<file path="config.mk">
export PLATFORM = sky130hd
export DESIGN_NAME = doubly_linked_queue_manager
export DESIGN_NICKNAME = d
export VERILOG_FILES = /design/src/rtl/core/dlq_pkg.sv /design/src/rtl/core/dlq_fifo.sv /design/src/rtl/core/dlq_front.sv /design/src/rtl/core/dlq_back.sv /design/src/rtl/core/doubly_linked_queue_manager.sv
export SDC_FILE = /design/constraint.sdc
export NUM_CORES = 1
export LEC_CHECK = 0
export BUFFER_PORTS_ARGS = -buffer_cell sky130_fd_sc_hd__buf_4
export CORE_MARGIN = 1.5
export CORE_UTILIZATION = 63
export DETAILED_ROUTE_END_ITERATION = 12
export PLACE_DENSITY = 0.79
export SLEW_MARGIN = 20
export SYNTH_ARGS = -nofsm -noshare
export SYNTH_HDL_FRONTEND = slang
export SYNTH_SLANG_ARGS = --single-unit
</file>
<file path="constraint.sdc">
create_clock -name clock -period 4.57 [get_ports clock]
set_input_delay 0.2285 -clock clock [delete_from_list [all_inputs] [get_ports clock]]
set_output_delay 0.2285 -clock clock [all_outputs]
set_load 0.03 [all_outputs]
</file>
<file path="src/rtl/core/dlq_pkg.sv">
// Shared types, codes and sizes of the doubly linked queue manager.
`default_nettype none

package dlq_pkg;

   // Default pool size and the fixed width of a node index on the ports.
   localparam int DLQ_NODES  = 64;
   localparam int NODE_W     = 6;
   localparam int NODE_SPACE = 1 << NODE_W;

   typedef logic [NODE_W-1:0] node_type;
   typedef logic [1:0]        cmd_type;
   typedef logic [1:0]        status_type;
   typedef logic [1:0]        kind_type;

   // Commands on the request channel.
   localparam cmd_type CMD_PUSH   = 2'd0;
   localparam cmd_type CMD_POP    = 2'd1;
   localparam cmd_type CMD_REMOVE = 2'd2;
   localparam cmd_type CMD_TEST   = 2'd3;

   // Result status codes.
   localparam status_type ST_OK           = 2'd0;
   localparam status_type ST_POP_EMPTY    = 2'd1;
   localparam status_type ST_PUSH_REFUSED = 2'd2;
   localparam status_type ST_REMOVE_MISS  = 2'd3;

   // Work kinds handed from the front to the back.
   localparam kind_type KIND_REPORT = 2'd0;
   localparam kind_type KIND_PUSH   = 2'd1;
   localparam kind_type KIND_POP    = 2'd2;
   localparam kind_type KIND_REMOVE = 2'd3;

   typedef struct packed {
      cmd_type  cmd;
      node_type node;
   } dlq_req_type;

   typedef struct packed {
      node_type   node_out;
      logic       node_out_valid;
      logic       found;
      logic       empty_res;
      status_type status;
   } dlq_rsp_type;

   // One classified word waiting for the back.
   typedef struct packed {
      kind_type   kind;
      node_type   node;
      logic       found;
      status_type status;
   } dlq_entry_type;

   // What the back tells the front each cycle.
   typedef struct packed {
      logic     done;
      logic     nonempty;
      node_type head;
   } dlq_back_stat_type;

endpackage

`default_nettype wire

</file>
<file path="src/rtl/core/dlq_fifo.sv">
// Two-entry queue of classified words between the front and the back.
`default_nettype none

module dlq_fifo
   import dlq_pkg::*;
(
   input  wire logic          clock,
   input  wire logic          reset,
   input  wire logic          push,
   input  dlq_entry_type      push_data,
   input  wire logic          pop,
   output logic               not_empty,
   output dlq_entry_type      head_data
);

   dlq_entry_type entry_ff [2];
   logic          wptr_ff, wptr_in;
   logic          rptr_ff, rptr_in;
   logic [1:0]    count_ff, count_in;

   always_comb begin
      wptr_in  = push ? ~wptr_ff : wptr_ff;
      rptr_in  = pop ? ~rptr_ff : rptr_ff;
      count_in = count_ff + 2'(push) - 2'(pop);
   end

   assign not_empty = (count_ff != 2'd0);
   assign head_data = entry_ff[rptr_ff];

   always_ff @(posedge clock) begin
      if (reset) begin
         wptr_ff  <= 1'b0;
         rptr_ff  <= 1'b0;
         count_ff <= 2'd0;
      end else begin
         wptr_ff  <= wptr_in;
         rptr_ff  <= rptr_in;
         count_ff <= count_in;
      end
   end

   always_ff @(posedge clock) begin
      if (push) begin
         entry_ff[wptr_ff] <= push_data;
      end
   end

endmodule

`default_nettype wire

</file>
<file path="src/rtl/core/dlq_front.sv">
// Front: accepts commands, checks membership and guards, queues the work.
`default_nettype none

module dlq_front
   import dlq_pkg::*;
#(
   parameter int NODES = DLQ_NODES
) (
   input  wire logic          clock,
   input  wire logic          reset,
   input  wire logic          start,
   output logic               busy,
   input  dlq_req_type        req_data,
   input  dlq_back_stat_type  back_stat,
   output logic               fifo_push,
   output dlq_entry_type      fifo_entry
);

   logic [NODE_SPACE-1:0] member_ff, member_in;
   logic                  inflight_ff, inflight_in;
   logic                  accept;
   logic                  in_pool;
   logic                  is_mem;

   assign accept = start && !inflight_ff;
   assign busy   = inflight_ff;

   always_comb begin
      in_pool = (32'(req_data.node) < NODES);
      is_mem  = in_pool && member_ff[req_data.node];

      member_in         = member_ff;
      fifo_push         = accept;
      fifo_entry.kind   = KIND_REPORT;
      fifo_entry.node   = req_data.node;
      fifo_entry.found  = 1'b0;
      fifo_entry.status = ST_OK;

      case (req_data.cmd)
         CMD_PUSH: begin
            if (!in_pool || is_mem) begin
               fifo_entry.status = ST_PUSH_REFUSED;
            end else begin
               fifo_entry.kind = KIND_PUSH;
               if (accept) member_in[req_data.node] = 1'b1;
            end
         end
         CMD_POP: begin
            if (!back_stat.nonempty) begin
               fifo_entry.status = ST_POP_EMPTY;
            end else begin
               // Head is stable here: the back is idle whenever a word is taken.
               fifo_entry.kind = KIND_POP;
               fifo_entry.node = back_stat.head;
               if (accept) member_in[back_stat.head] = 1'b0;
            end
         end
         CMD_REMOVE: begin
            if (!is_mem) begin
               fifo_entry.status = ST_REMOVE_MISS;
            end else begin
               fifo_entry.kind = KIND_REMOVE;
               if (accept) member_in[req_data.node] = 1'b0;
            end
         end
         default: begin
            fifo_entry.found = is_mem;
         end
      endcase

      if (accept) begin
         inflight_in = 1'b1;
      end else if (back_stat.done) begin
         inflight_in = 1'b0;
      end else begin
         inflight_in = inflight_ff;
      end
   end

   always_ff @(posedge clock) begin
      if (reset) begin
         member_ff   <= '0;
         inflight_ff <= 1'b0;
      end else begin
         member_ff   <= member_in;
         inflight_ff <= inflight_in;
      end
   end

endmodule

`default_nettype wire

</file>
<file path="src/rtl/core/dlq_back.sv">
// Back: keeps head, tail and the link memories and carries out queued work.
`default_nettype none

module dlq_back
   import dlq_pkg::*;
#(
   parameter int NODES = DLQ_NODES
) (
   input  wire logic          clock,
   input  wire logic          reset,
   input  wire logic          fifo_valid,
   input  dlq_entry_type      fifo_head,
   output logic               fifo_pop,
   output dlq_back_stat_type  back_stat,
   output logic               rsp_strobe,
   output dlq_rsp_type        rsp_data
);

   localparam int IDX_W = (NODES > 1) ? $clog2(NODES) : 1;

   localparam logic S_IDLE = 1'b0;
   localparam logic S_WAIT = 1'b1;

   // Links of the tail (next) and of the head (prev) are never trusted,
   // so a push onto a non-empty list writes one entry in each memory.
   node_type next_mem [NODES];
   node_type prev_mem [NODES];

   logic          state_ff, state_in;
   dlq_entry_type cur_ff, cur_in;
   node_type      head_ff, head_in;
   node_type      tail_ff, tail_in;
   logic          nonempty_ff, nonempty_in;
   logic          rsp_strobe_ff, rsp_strobe_in;
   dlq_rsp_type   rsp_data_ff, rsp_data_in;
   node_type      next_rd_ff, prev_rd_ff;

   logic             rd_en;
   logic [IDX_W-1:0] rd_addr;
   logic             next_we, prev_we;
   logic [IDX_W-1:0] next_waddr, prev_waddr;
   node_type         next_wdata, prev_wdata;
   logic             has_next, has_prev;

   always_comb begin
      state_in      = state_ff;
      cur_in        = cur_ff;
      head_in       = head_ff;
      tail_in       = tail_ff;
      nonempty_in   = nonempty_ff;
      rsp_strobe_in = 1'b0;
      rsp_data_in   = rsp_data_ff;
      fifo_pop      = 1'b0;
      rd_en         = 1'b0;
      rd_addr       = IDX_W'(head_ff);
      next_we       = 1'b0;
      prev_we       = 1'b0;
      next_waddr    = IDX_W'(tail_ff);
      prev_waddr    = IDX_W'(fifo_head.node);
      next_wdata    = fifo_head.node;
      prev_wdata    = tail_ff;
      has_next      = (cur_ff.node != tail_ff);
      has_prev      = (cur_ff.node != head_ff);

      rsp_data_in.node_out       = '0;
      rsp_data_in.node_out_valid = 1'b0;
      rsp_data_in.found          = 1'b0;
      rsp_data_in.status         = ST_OK;
      rsp_data_in.empty_res      = !nonempty_ff;

      case (state_ff)
         S_IDLE: begin
            if (fifo_valid) begin
               fifo_pop = 1'b1;
               cur_in   = fifo_head;
               case (fifo_head.kind)
                  KIND_PUSH: begin
                     // Link behind the old tail, or start a fresh list.
                     if (nonempty_ff) begin
                        next_we = 1'b1;
                        prev_we = 1'b1;
                     end else begin
                        head_in = fifo_head.node;
                     end
                     tail_in               = fifo_head.node;
                     nonempty_in           = 1'b1;
                     rsp_strobe_in         = 1'b1;
                     rsp_data_in.empty_res = 1'b0;
                  end
                  KIND_POP: begin
                     rd_en    = 1'b1;
                     rd_addr  = IDX_W'(head_ff);
                     state_in = S_WAIT;
                  end
                  KIND_REMOVE: begin
                     rd_en    = 1'b1;
                     rd_addr  = IDX_W'(fifo_head.node);
                     state_in = S_WAIT;
                  end
                  default: begin
                     rsp_strobe_in      = 1'b1;
                     rsp_data_in.found  = fifo_head.found;
                     rsp_data_in.status = fifo_head.status;
                  end
               endcase
            end
         end
         S_WAIT: begin
            state_in      = S_IDLE;
            rsp_strobe_in = 1'b1;
            if (cur_ff.kind == KIND_POP) begin
               rsp_data_in.node_out       = head_ff;
               rsp_data_in.node_out_valid = 1'b1;
               if (head_ff == tail_ff) begin
                  nonempty_in           = 1'b0;
                  head_in               = '0;
                  tail_in               = '0;
                  rsp_data_in.empty_res = 1'b1;
               end else begin
                  head_in = next_rd_ff;
               end
            end else begin
               if (!has_prev && !has_next) begin
                  nonempty_in           = 1'b0;
                  head_in               = '0;
                  tail_in               = '0;
                  rsp_data_in.empty_res = 1'b1;
               end else if (!has_prev) begin
                  head_in = next_rd_ff;
               end else if (!has_next) begin
                  tail_in = prev_rd_ff;
               end else begin
                  // Splice the two neighbors together.
                  next_we    = 1'b1;
                  next_waddr = IDX_W'(prev_rd_ff);
                  next_wdata = next_rd_ff;
                  prev_we    = 1'b1;
                  prev_waddr = IDX_W'(next_rd_ff);
                  prev_wdata = prev_rd_ff;
               end
               if (has_next) begin
                  rsp_data_in.node_out       = next_rd_ff;
                  rsp_data_in.node_out_valid = 1'b1;
               end
            end
         end
         default: begin
            state_in = S_IDLE;
         end
      endcase
   end

   assign back_stat.done     = rsp_strobe_in;
   assign back_stat.nonempty = nonempty_ff;
   assign back_stat.head     = head_ff;
   assign rsp_strobe         = rsp_strobe_ff;
   assign rsp_data           = rsp_data_ff;

   always_ff @(posedge clock) begin
      if (reset) begin
         state_ff      <= S_IDLE;
         head_ff       <= '0;
         tail_ff       <= '0;
         nonempty_ff   <= 1'b0;
         rsp_strobe_ff <= 1'b0;
      end else begin
         state_ff      <= state_in;
         head_ff       <= head_in;
         tail_ff       <= tail_in;
         nonempty_ff   <= nonempty_in;
         rsp_strobe_ff <= rsp_strobe_in;
      end
   end

   always_ff @(posedge clock) begin
      cur_ff      <= cur_in;
      rsp_data_ff <= rsp_data_in;
   end

   always_ff @(posedge clock) begin
      if (next_we) next_mem[next_waddr] <= next_wdata;
      if (rd_en) next_rd_ff <= next_mem[rd_addr];
   end

   always_ff @(posedge clock) begin
      if (prev_we) prev_mem[prev_waddr] <= prev_wdata;
      if (rd_en) prev_rd_ff <= prev_mem[rd_addr];
   end

endmodule

`default_nettype wire

</file>
<file path="src/rtl/core/doubly_linked_queue_manager.sv">
// Top level of the doubly linked queue manager.
//
// One FIFO of node indices kept as a doubly linked list over a pool of NODES.
// Request channel: drive req_data {cmd, node} and raise start; the word is
// taken at a rising edge where start is high and busy is low. Commands:
// push at tail, pop head, remove any member, test membership.
// Result channel: each word yields one result on rsp_data, shown for exactly
// one cycle with rsp_strobe high. The receiver cannot stall it; take it then.
// rsp_strobe rises once the word has passed the FIFO and the result register
// for push, test and every refused command; pop and remove also read the
// link memories (one registered read port each) and pass the S_WAIT state
// before relinking the neighbors; the result is taken at the edge that ends
// that strobe cycle. busy stays high from acceptance until the result is
// shown, so a new word is taken only once the last word's result is shown.
// The front checks membership flops and guards (pop on empty, push of a
// member or of an index outside the pool, remove of a non-member); a refused
// command changes no state. The back owns head, tail and the link memories.
// Reset (synchronous) empties the list and clears all membership flops at
// once; the link memories need no clearing.
`default_nettype none

module doubly_linked_queue_manager
   import dlq_pkg::*;
#(
   parameter int NODES = DLQ_NODES
) (
   input  wire logic   clock,
   input  wire logic   reset,
   input  wire logic   start,
   output logic        busy,
   input  dlq_req_type req_data,
   output logic        rsp_strobe,
   output dlq_rsp_type rsp_data
);

   logic              fifo_push;
   dlq_entry_type     fifo_entry;
   logic              fifo_pop;
   logic              fifo_valid;
   dlq_entry_type     fifo_head;
   dlq_back_stat_type back_stat;

   // Classify each word and update membership as it is taken.
   dlq_front #(
      .NODES(NODES)
   ) u_front (
      .clock      (clock),
      .reset      (reset),
      .start      (start),
      .busy       (busy),
      .req_data   (req_data),
      .back_stat  (back_stat),
      .fifo_push  (fifo_push),
      .fifo_entry (fifo_entry)
   );

   // Hold classified words until the back is free.
   dlq_fifo u_fifo (
      .clock     (clock),
      .reset     (reset),
      .push      (fifo_push),
      .push_data (fifo_entry),
      .pop       (fifo_pop),
      .not_empty (fifo_valid),
      .head_data (fifo_head)
   );

   // Walk the links and register the result word.
   dlq_back #(
      .NODES(NODES)
   ) u_back (
      .clock      (clock),
      .reset      (reset),
      .fifo_valid (fifo_valid),
      .fifo_head  (fifo_head),
      .fifo_pop   (fifo_pop),
      .back_stat  (back_stat),
      .rsp_strobe (rsp_strobe),
      .rsp_data   (rsp_data)
   );

endmodule

`default_nettype wire
</file>
==> impl_results.md, run 1 <==
- Maximum clock insertion buffer count: 3
- PortBufs: 23
- Routed WL: around 100000 um
- Wirelength per Cell: 28.3 um
- CTS Sinks: 906
- Nets: 2757
- Most frequent cells in the layout: 810 x edfxtp_1, 263 x a211oi_1, 218 x and3_1
- Die ar.: 62100 um^2
- Min Tclk post-route: 4.31 ns
- DRT iter0 DRCs: between 4000 and 5000
- Syn nets: 2746
- Crit Path Class: register to register
- First-pass GRT wire length: 154000 um
- Post-synth top area share: between 60% and 70%
- Largest net degree at the start of global routing: 229
- Skew final: 0.0336 ns
- Buffer type at the clock tree root: clkbuf_16
- CP Cell Sequence: mux2i_1 > inv_1 > ha_1 > nand2_1 > mux2_2 > buf_4 > a211oi_1 > a2111oi_0 > a22oi_1 > nand4_1
- Synth Cell Area: 38200 um^2
- Leak: roughly 15 nW
- DR pass1 iterations: 10
- Worst skew pair latency: 0.67 ns
- Vias in the first global route: about 25000
- Slew margin rel.: 22.3%
- Placeable Area: 60100 um^2
- GRT Total Usage: 32.6%
- # setup viols final: 0
- Top fanout value on the critical path: 23
- Slowest-stage cell, CP: a2111oi_0
- Yosys warning total: 0
- Max cap viols: 0
- Register area share after synthesis: 68.7%
- FP Rows: 90
- Starting Density: 63.5%
- RSZ-0062 raised after global routing: false
- Startpoint types: register
- Worst Hold Class: input port to register
- Chip width: 249 um
- Vias: approximately 26000
- Vias per cell: 7.18
- # DRC: 0
- Yosys reg bits: ~910
- Async S/R FF share, synth: 0%
- Hold Vio Cnt, Final: 0
- Post-synth top area cell: edfxtp_1
- Final antenna-violating net count: 0
- Critical path arrival: 4.83 ns
- Syn avg cell area: 14.0 um^2
- Req. time, crit path: just over 5 ns
- Grt total ovfl: 0
- Max Clk Rate: 0.232 GHz
- Slew Limit Fails: 0
- Critical Path End Type: register
- Status: finished, final reports clean
- H-tree Lvls: 3
- Top cells by area, synth: edfxtp_1 64%, a211oi_1 5.2%, dfxtp_1 5.0%
- Worst slew pin tran: 1.17 ns
- Layout Area Growth over Synthesis: 11.3%
- Final period utilization: between 90% and 100%
- Setup Total Neg Slack: 0 ns
- Die height: 249 um
- Initial antenna violation count: 1
- Synth unique cells: 63
- Design Power: approximately 25 mW
- DP Wirelength: 60800 um
- CTS tree: built
- Routability-driven placement congestion ratio: 0.921
- Most common cell after layout, fill and taps aside: edfxtp_1
- Syn Inst Count: 2727
- Ports: 24
- Clock transition at path regs: 0.06 ns
- Number of synthesized flops with an enable pin: 810
- Max IR drop VDD: roughly 380 uV
- Pwr Density: 591 nW/um^2
- CP max stage delay: 0.75 ns
- Share of cells above drive strength 1: between 10% and 20%
- Total CTS buffers: 90
- Synth Flop Type: edfxtp_1
layout make-up:
cell class,instances,area [um^2]
Clock inverter,42,424
Tap cell,782,978
Timing Repair Buffer,142,1170
Fill cell,3811,17600
Sequential cell,906,26200
Multi-Input combinational cell,1564,11000
Clock buffer,123,2530
Inverter,34,128
Antenna cell,1,2.50
per-layer routing:
| layer | global-route usage (%) | part of all wire [%] |
|---|---|---|
| met1 | 44.3 | 37 |
| met2 | 51.5 | 47 |
| met3 | 6.34 | 11 |
| met4 | 14.9 | 4.9 |
| met5 | 0 | 0 |
where the power goes:
group / switching, mW / internal, mW / total, mW
sequential: 0.262 / 10.1 / 10.4
combinational: 5.22 / 2.10 / 7.32
clock: 3.13 / 4.28 / 7.41
total: 8.61 / 16.5 / 25.1
flip-flops by register name, indices dropped and copies added, names as in the netlist, named ones only:
| signal | flops |
|---|---|
| u_back.next_mem | 384 |
| u_back.prev_mem | 384 |
| u_front.member_ff | 64 |
| u_fifo.entry_ff | 22 |
| u_back.rsp_data | 11 |
| u_back.cur_ff | 8 |
| u_back.head_ff | 6 |
| u_back.next_rd_ff | 6 |
| u_back.prev_rd_ff | 6 |
| u_back.tail_ff | 6 |
| u_fifo.count_ff | 2 |
| u_back.nonempty_ff | 1 |
| u_back.rsp_strobe | 1 |
| u_back.state_ff | 1 |
| u_fifo.rptr_ff | 1 |
| u_fifo.wptr_ff | 1 |
| u_front.busy | 1 |
worst max-delay path: cells and delay by family (launching register included):
family                     cells  cell delay, ns
muxes                          2            1.12
AOI/OAI and AO/OA              3            1.12
buffers and inverters          2            0.56
and+or+nand+nor                2            0.54
DFF                            1            0.50
adders and majority gates      1            0.30
what timing repair did:
action	4_1_cts	5_1_grt
buffers inserted	0	2
resized for setup	0	0
hold buffers	1	0
endpoints found under the setup margin	0	2
hold endpoints to repair	2	0
per-stage QoR:
stage               instance area, um^2  hold WS, ns  instances  setup WS (ns)  util (%)
global route                      42500       0.0730       3594          0.123      70.7
finish                            42500       0.0520       3594          0.255      70.7
CTS                               42400       0.0191       3591          0.139      70.6
global placement                  39500        0.457       3425          0.369      65.6
floorplan                         38200        0.403       2727          0.425         -
detailed placement                39500        0.465       3425          0.295      65.6
Yosys cell counts, types with 12 or more instances:
cell       instances
a21oi_1           49
mux2i_1          142
nor4_1            48
o21ai_0           38
a311o_1           12
mux4_2            16
nand4_1           24
nand3_1           58
a32oi_1           26
nor2b_1           16
xnor2_1           15
nor2_1           123
mux2_2            16
a2111o_1          24
and3_1           218
a2111oi_0         36
dfxtp_1           96
buf_1             15
o22ai_1           47
inv_1             33
nor3_1            39
o22a_1            22
a211oi_1         263
clkbuf_1         147
edfxtp_1         810
a22oi_1           25
nand2_1          116
and2_1            12
a222oi_1          12
a31oi_1           59
buf_2             50
path summary, 6_finish.rpt:
path,start,end,slack [ns],cells after the start
hold / removal,req_data[3],u_fifo.entry_ff[1][6]$_DFFE_PP_,0.05,3
hold reg to reg,u_front.member_ff[20]$_SDFFE_PP0P_,u_front.member_ff[20]$_SDFFE_PP0P_,0.48,2
setup reg to reg,register,u_back.next_rd_ff[3]$_DFFE_PP_,0.26,10
setup / recovery,register,u_back.next_rd_ff[3]$_DFFE_PP_,0.26,10
cell families after synthesis:
kind of cell / Yosys count / share of synthesized area (%)
flops: 906 / 68.7
simple gates: 703 / 9.82
compound gates: 656 / 12.7
buf+inv: 257 / 2.85
mux: 175 / 5.18
xor+xnor: 22 / 0.505
fa+ha+maj: 8 / 0.262
Note: power is estimated with default switching activity, not from simulation.
==> run 2: changes to the inputs <==
--- a/config.mk
+++ b/config.mk
@@ -5,11 +5,11 @@
 export SDC_FILE = /design/constraint.sdc
 export NUM_CORES = 1
 export LEC_CHECK = 0
-export BUFFER_PORTS_ARGS = -buffer_cell sky130_fd_sc_hd__buf_4
 export CORE_MARGIN = 1.5
-export CORE_UTILIZATION = 63
+export CORE_UTILIZATION = 64
 export DETAILED_ROUTE_END_ITERATION = 12
-export PLACE_DENSITY = 0.79
+export DONT_BUFFER_PORTS = 1
+export PLACE_DENSITY = 0.8
 export SLEW_MARGIN = 20
 export SYNTH_ARGS = -nofsm -noshare
 export SYNTH_HDL_FRONTEND = slang
==> run 2 against run 1 <==
  * Sequential share of layout area grew 0.15 points
  * Worst hold slack lost 0.0049 ns
  * Non-clock buffer count shrank 5
  * Core utilization grew 1.2 points
  * Critical endpoint is now u_back.prev_mem[10][3]$_DFFE_PP_
  * Wire length grew 0.89%
  * Clock skew shrank 0.0071 ns
==> impl_results.md, run 2 (synthesis gave the netlist of run 1 again) <==
- Top Layer Used: met5
- Met1 wire length: 37600 um
- R2R setup slack: roughly 0.38 ns
- DR pass1 iterations: 8
- Initial antenna violation count: 2
- Cell repeated most along the worst path: nand4_1
- Crit Path Class: register to register
- Die height: 247 um
- Starting Density: 64.7%
- Critical Path End Type: register
- Min Hold Slack: 0.0471 ns
- Grt total ovfl: 0
- Most frequent cells in the layout: 810 x edfxtp_1, 263 x a211oi_1, 218 x and3_1
- Largest net degree at the start of global routing: 151
- # setup viols final: 0
- Routed WL: 103000 um
- Area of the multi-input gates: around 11000 um^2
- Routability-driven placement congestion ratio: 0.906
- Min Tclk post-route: 4.19 ns
- CTS tree: built
- CP Cell Sequence: xnor2_1 > nand4_1 > o21bai_1 > or2_2 > mux2i_1 > nand4_1 > nor3_1
- Worst slew pin tran: 1.18 ns
- Layout Area Growth over Synthesis: 11.0%
- Slew margin rel.: roughly a fifth
- Hold Vio Cnt, Final: 0
- GRT Total Usage: 33.4%
- RSZ-0062 raised after global routing: false
- Share of cells above drive strength 1: between 10% and 20%
- Most common cell after layout, fill and taps aside: edfxtp_1
- Clock transition at path regs: about 0.070 ns
- Total CTS buffers: 88
- Max cap viols: 0
- Startpoint types: register
- CTS resizes: 0
- PortBufs: 0
- Req. time, crit path: a little under 5 ns
- Vias in the first global route: 24900
- H-tree Lvls: 3
- Fillers: 3704
- # diodes: 0
- Max Clk Rate: around 0.24 GHz
- Slowest-stage cell, CP: nor3_1
- Placeable Area: 59000 um^2
- Final antenna-violating net count: 0
- Wirelength per Cell: roughly 29 um
- # DRC: 0
- Skew final: 0.0266 ns
- Maximum clock insertion buffer count: 3
- Final period utilization: 91.8%
- Vias per cell: 7.23
- Ports: 24
- Largest regs: u_back.next_mem x384, u_back.prev_mem x384, u_front.member_ff x64
- Worst Hold Class: input port to register
- Met3 wire len: around 12000 um
- Max IR drop VDD: about 520 uV
- Critical path arrival: about 4.5 ns
- CP max stage delay: 0.87 ns
- Status: finished, final reports clean
- WL met2: 48100 um
- Setup Fix Bufs, Post-CTS: 0
- Slew Limit Fails: 0
- Buffer type at the clock tree root: clkbuf_16
- DP Wirelength: between 60000 and 70000 um
- Crit path buf inv count: 0
- Worst skew pair latency: approximately 0.66 ns
- Setup Total Neg Slack: 0 ns
- Placed Area: between 30000 and 40000 um^2
- Nets: approximately 2800
- Pwr Density: 587 nW/um^2
- Vias: 25800
- Leak: ~15 nW
- DRT iter0 DRCs: 3794
- Die ar.: 61100 um^2
- First-pass GRT wire length: 152000 um
- Chip width: ~250 um
- Crit path max-delay family: simple AND/OR/NAND/NOR gates
- CTS Sinks: 906
- FP Rows: 89
- Register area: 26200 um^2
- Top fanout value on the critical path: 23
- Post-route cell area: 42400 um^2
## run 2: worst paths after layout
| path | from | cells past startpoint | end |
|---|---|---|---|
| worst max-delay path | u_back.head_ff[4]$_SDFFE_PP0P_ | 7 | u_back.prev_mem[10][3]$_DFFE_PP_ |
| worst min-delay path | req_data[5] | 3 | u_front.member_ff[41]$_SDFFE_PP0P_ |
| worst max register to register | u_back.head_ff[4]$_SDFFE_PP0P_ | 7 | u_back.prev_mem[10][3]$_DFFE_PP_ |
| worst min register to register | u_front.member_ff[1]$_SDFFE_PP0P_ | 2 | u_front.member_ff[1]$_SDFFE_PP0P_ |
## run 2: final cells by class
type | count | area share [%]
Sequential cell | 906 | 61.9
Multi-Input combinational cell | 1564 | 26.1
Clock buffer | 106 | 5.45
Timing Repair Buffer | 137 | 2.82
Tap cell | 773 | 2.28
Clock inverter | 54 | 1.14
Inverter | 34 | 0.301
## run 2: where the power goes
group	leakage (nW)	switching [mW]	internal, mW
registers	8.15	0.319	10.1
logic	5.06	5.22	2.08
clock network	1.36	3.11	4.01
total	14.6	8.65	16.2
## run 2: through the flow
stage               utilization [%]  cells  setup slack, ns  power [mW]
global route                   71.8   3574            0.120        25.5
detailed placement             66.7   3400            0.398        17.6
CTS                            71.7   3574            0.438        24.6
finish                         71.8   3574            0.375        24.9
global placement               66.6   3399            0.718        17.4
floorplan                         -   2727            0.425        15.0
## run 2: routing by layer
layer  vias up  track usage (%)
met4         4             15.7
met1     12600             44.9
met2      1921             52.2
met5         -                0
met3       356             7.69
li1      11000                -
## run 2: timing repair
item	CTS	global route
endpoints found under the hold margin	97	0
hold buffers	14	0
endpoints found under the setup margin	0	0
## run 2: worst min-delay path, cell delays in order
cell and delay (ns):
and2_1 0.20, a31oi_1 0.16, a211oi_1 0.06
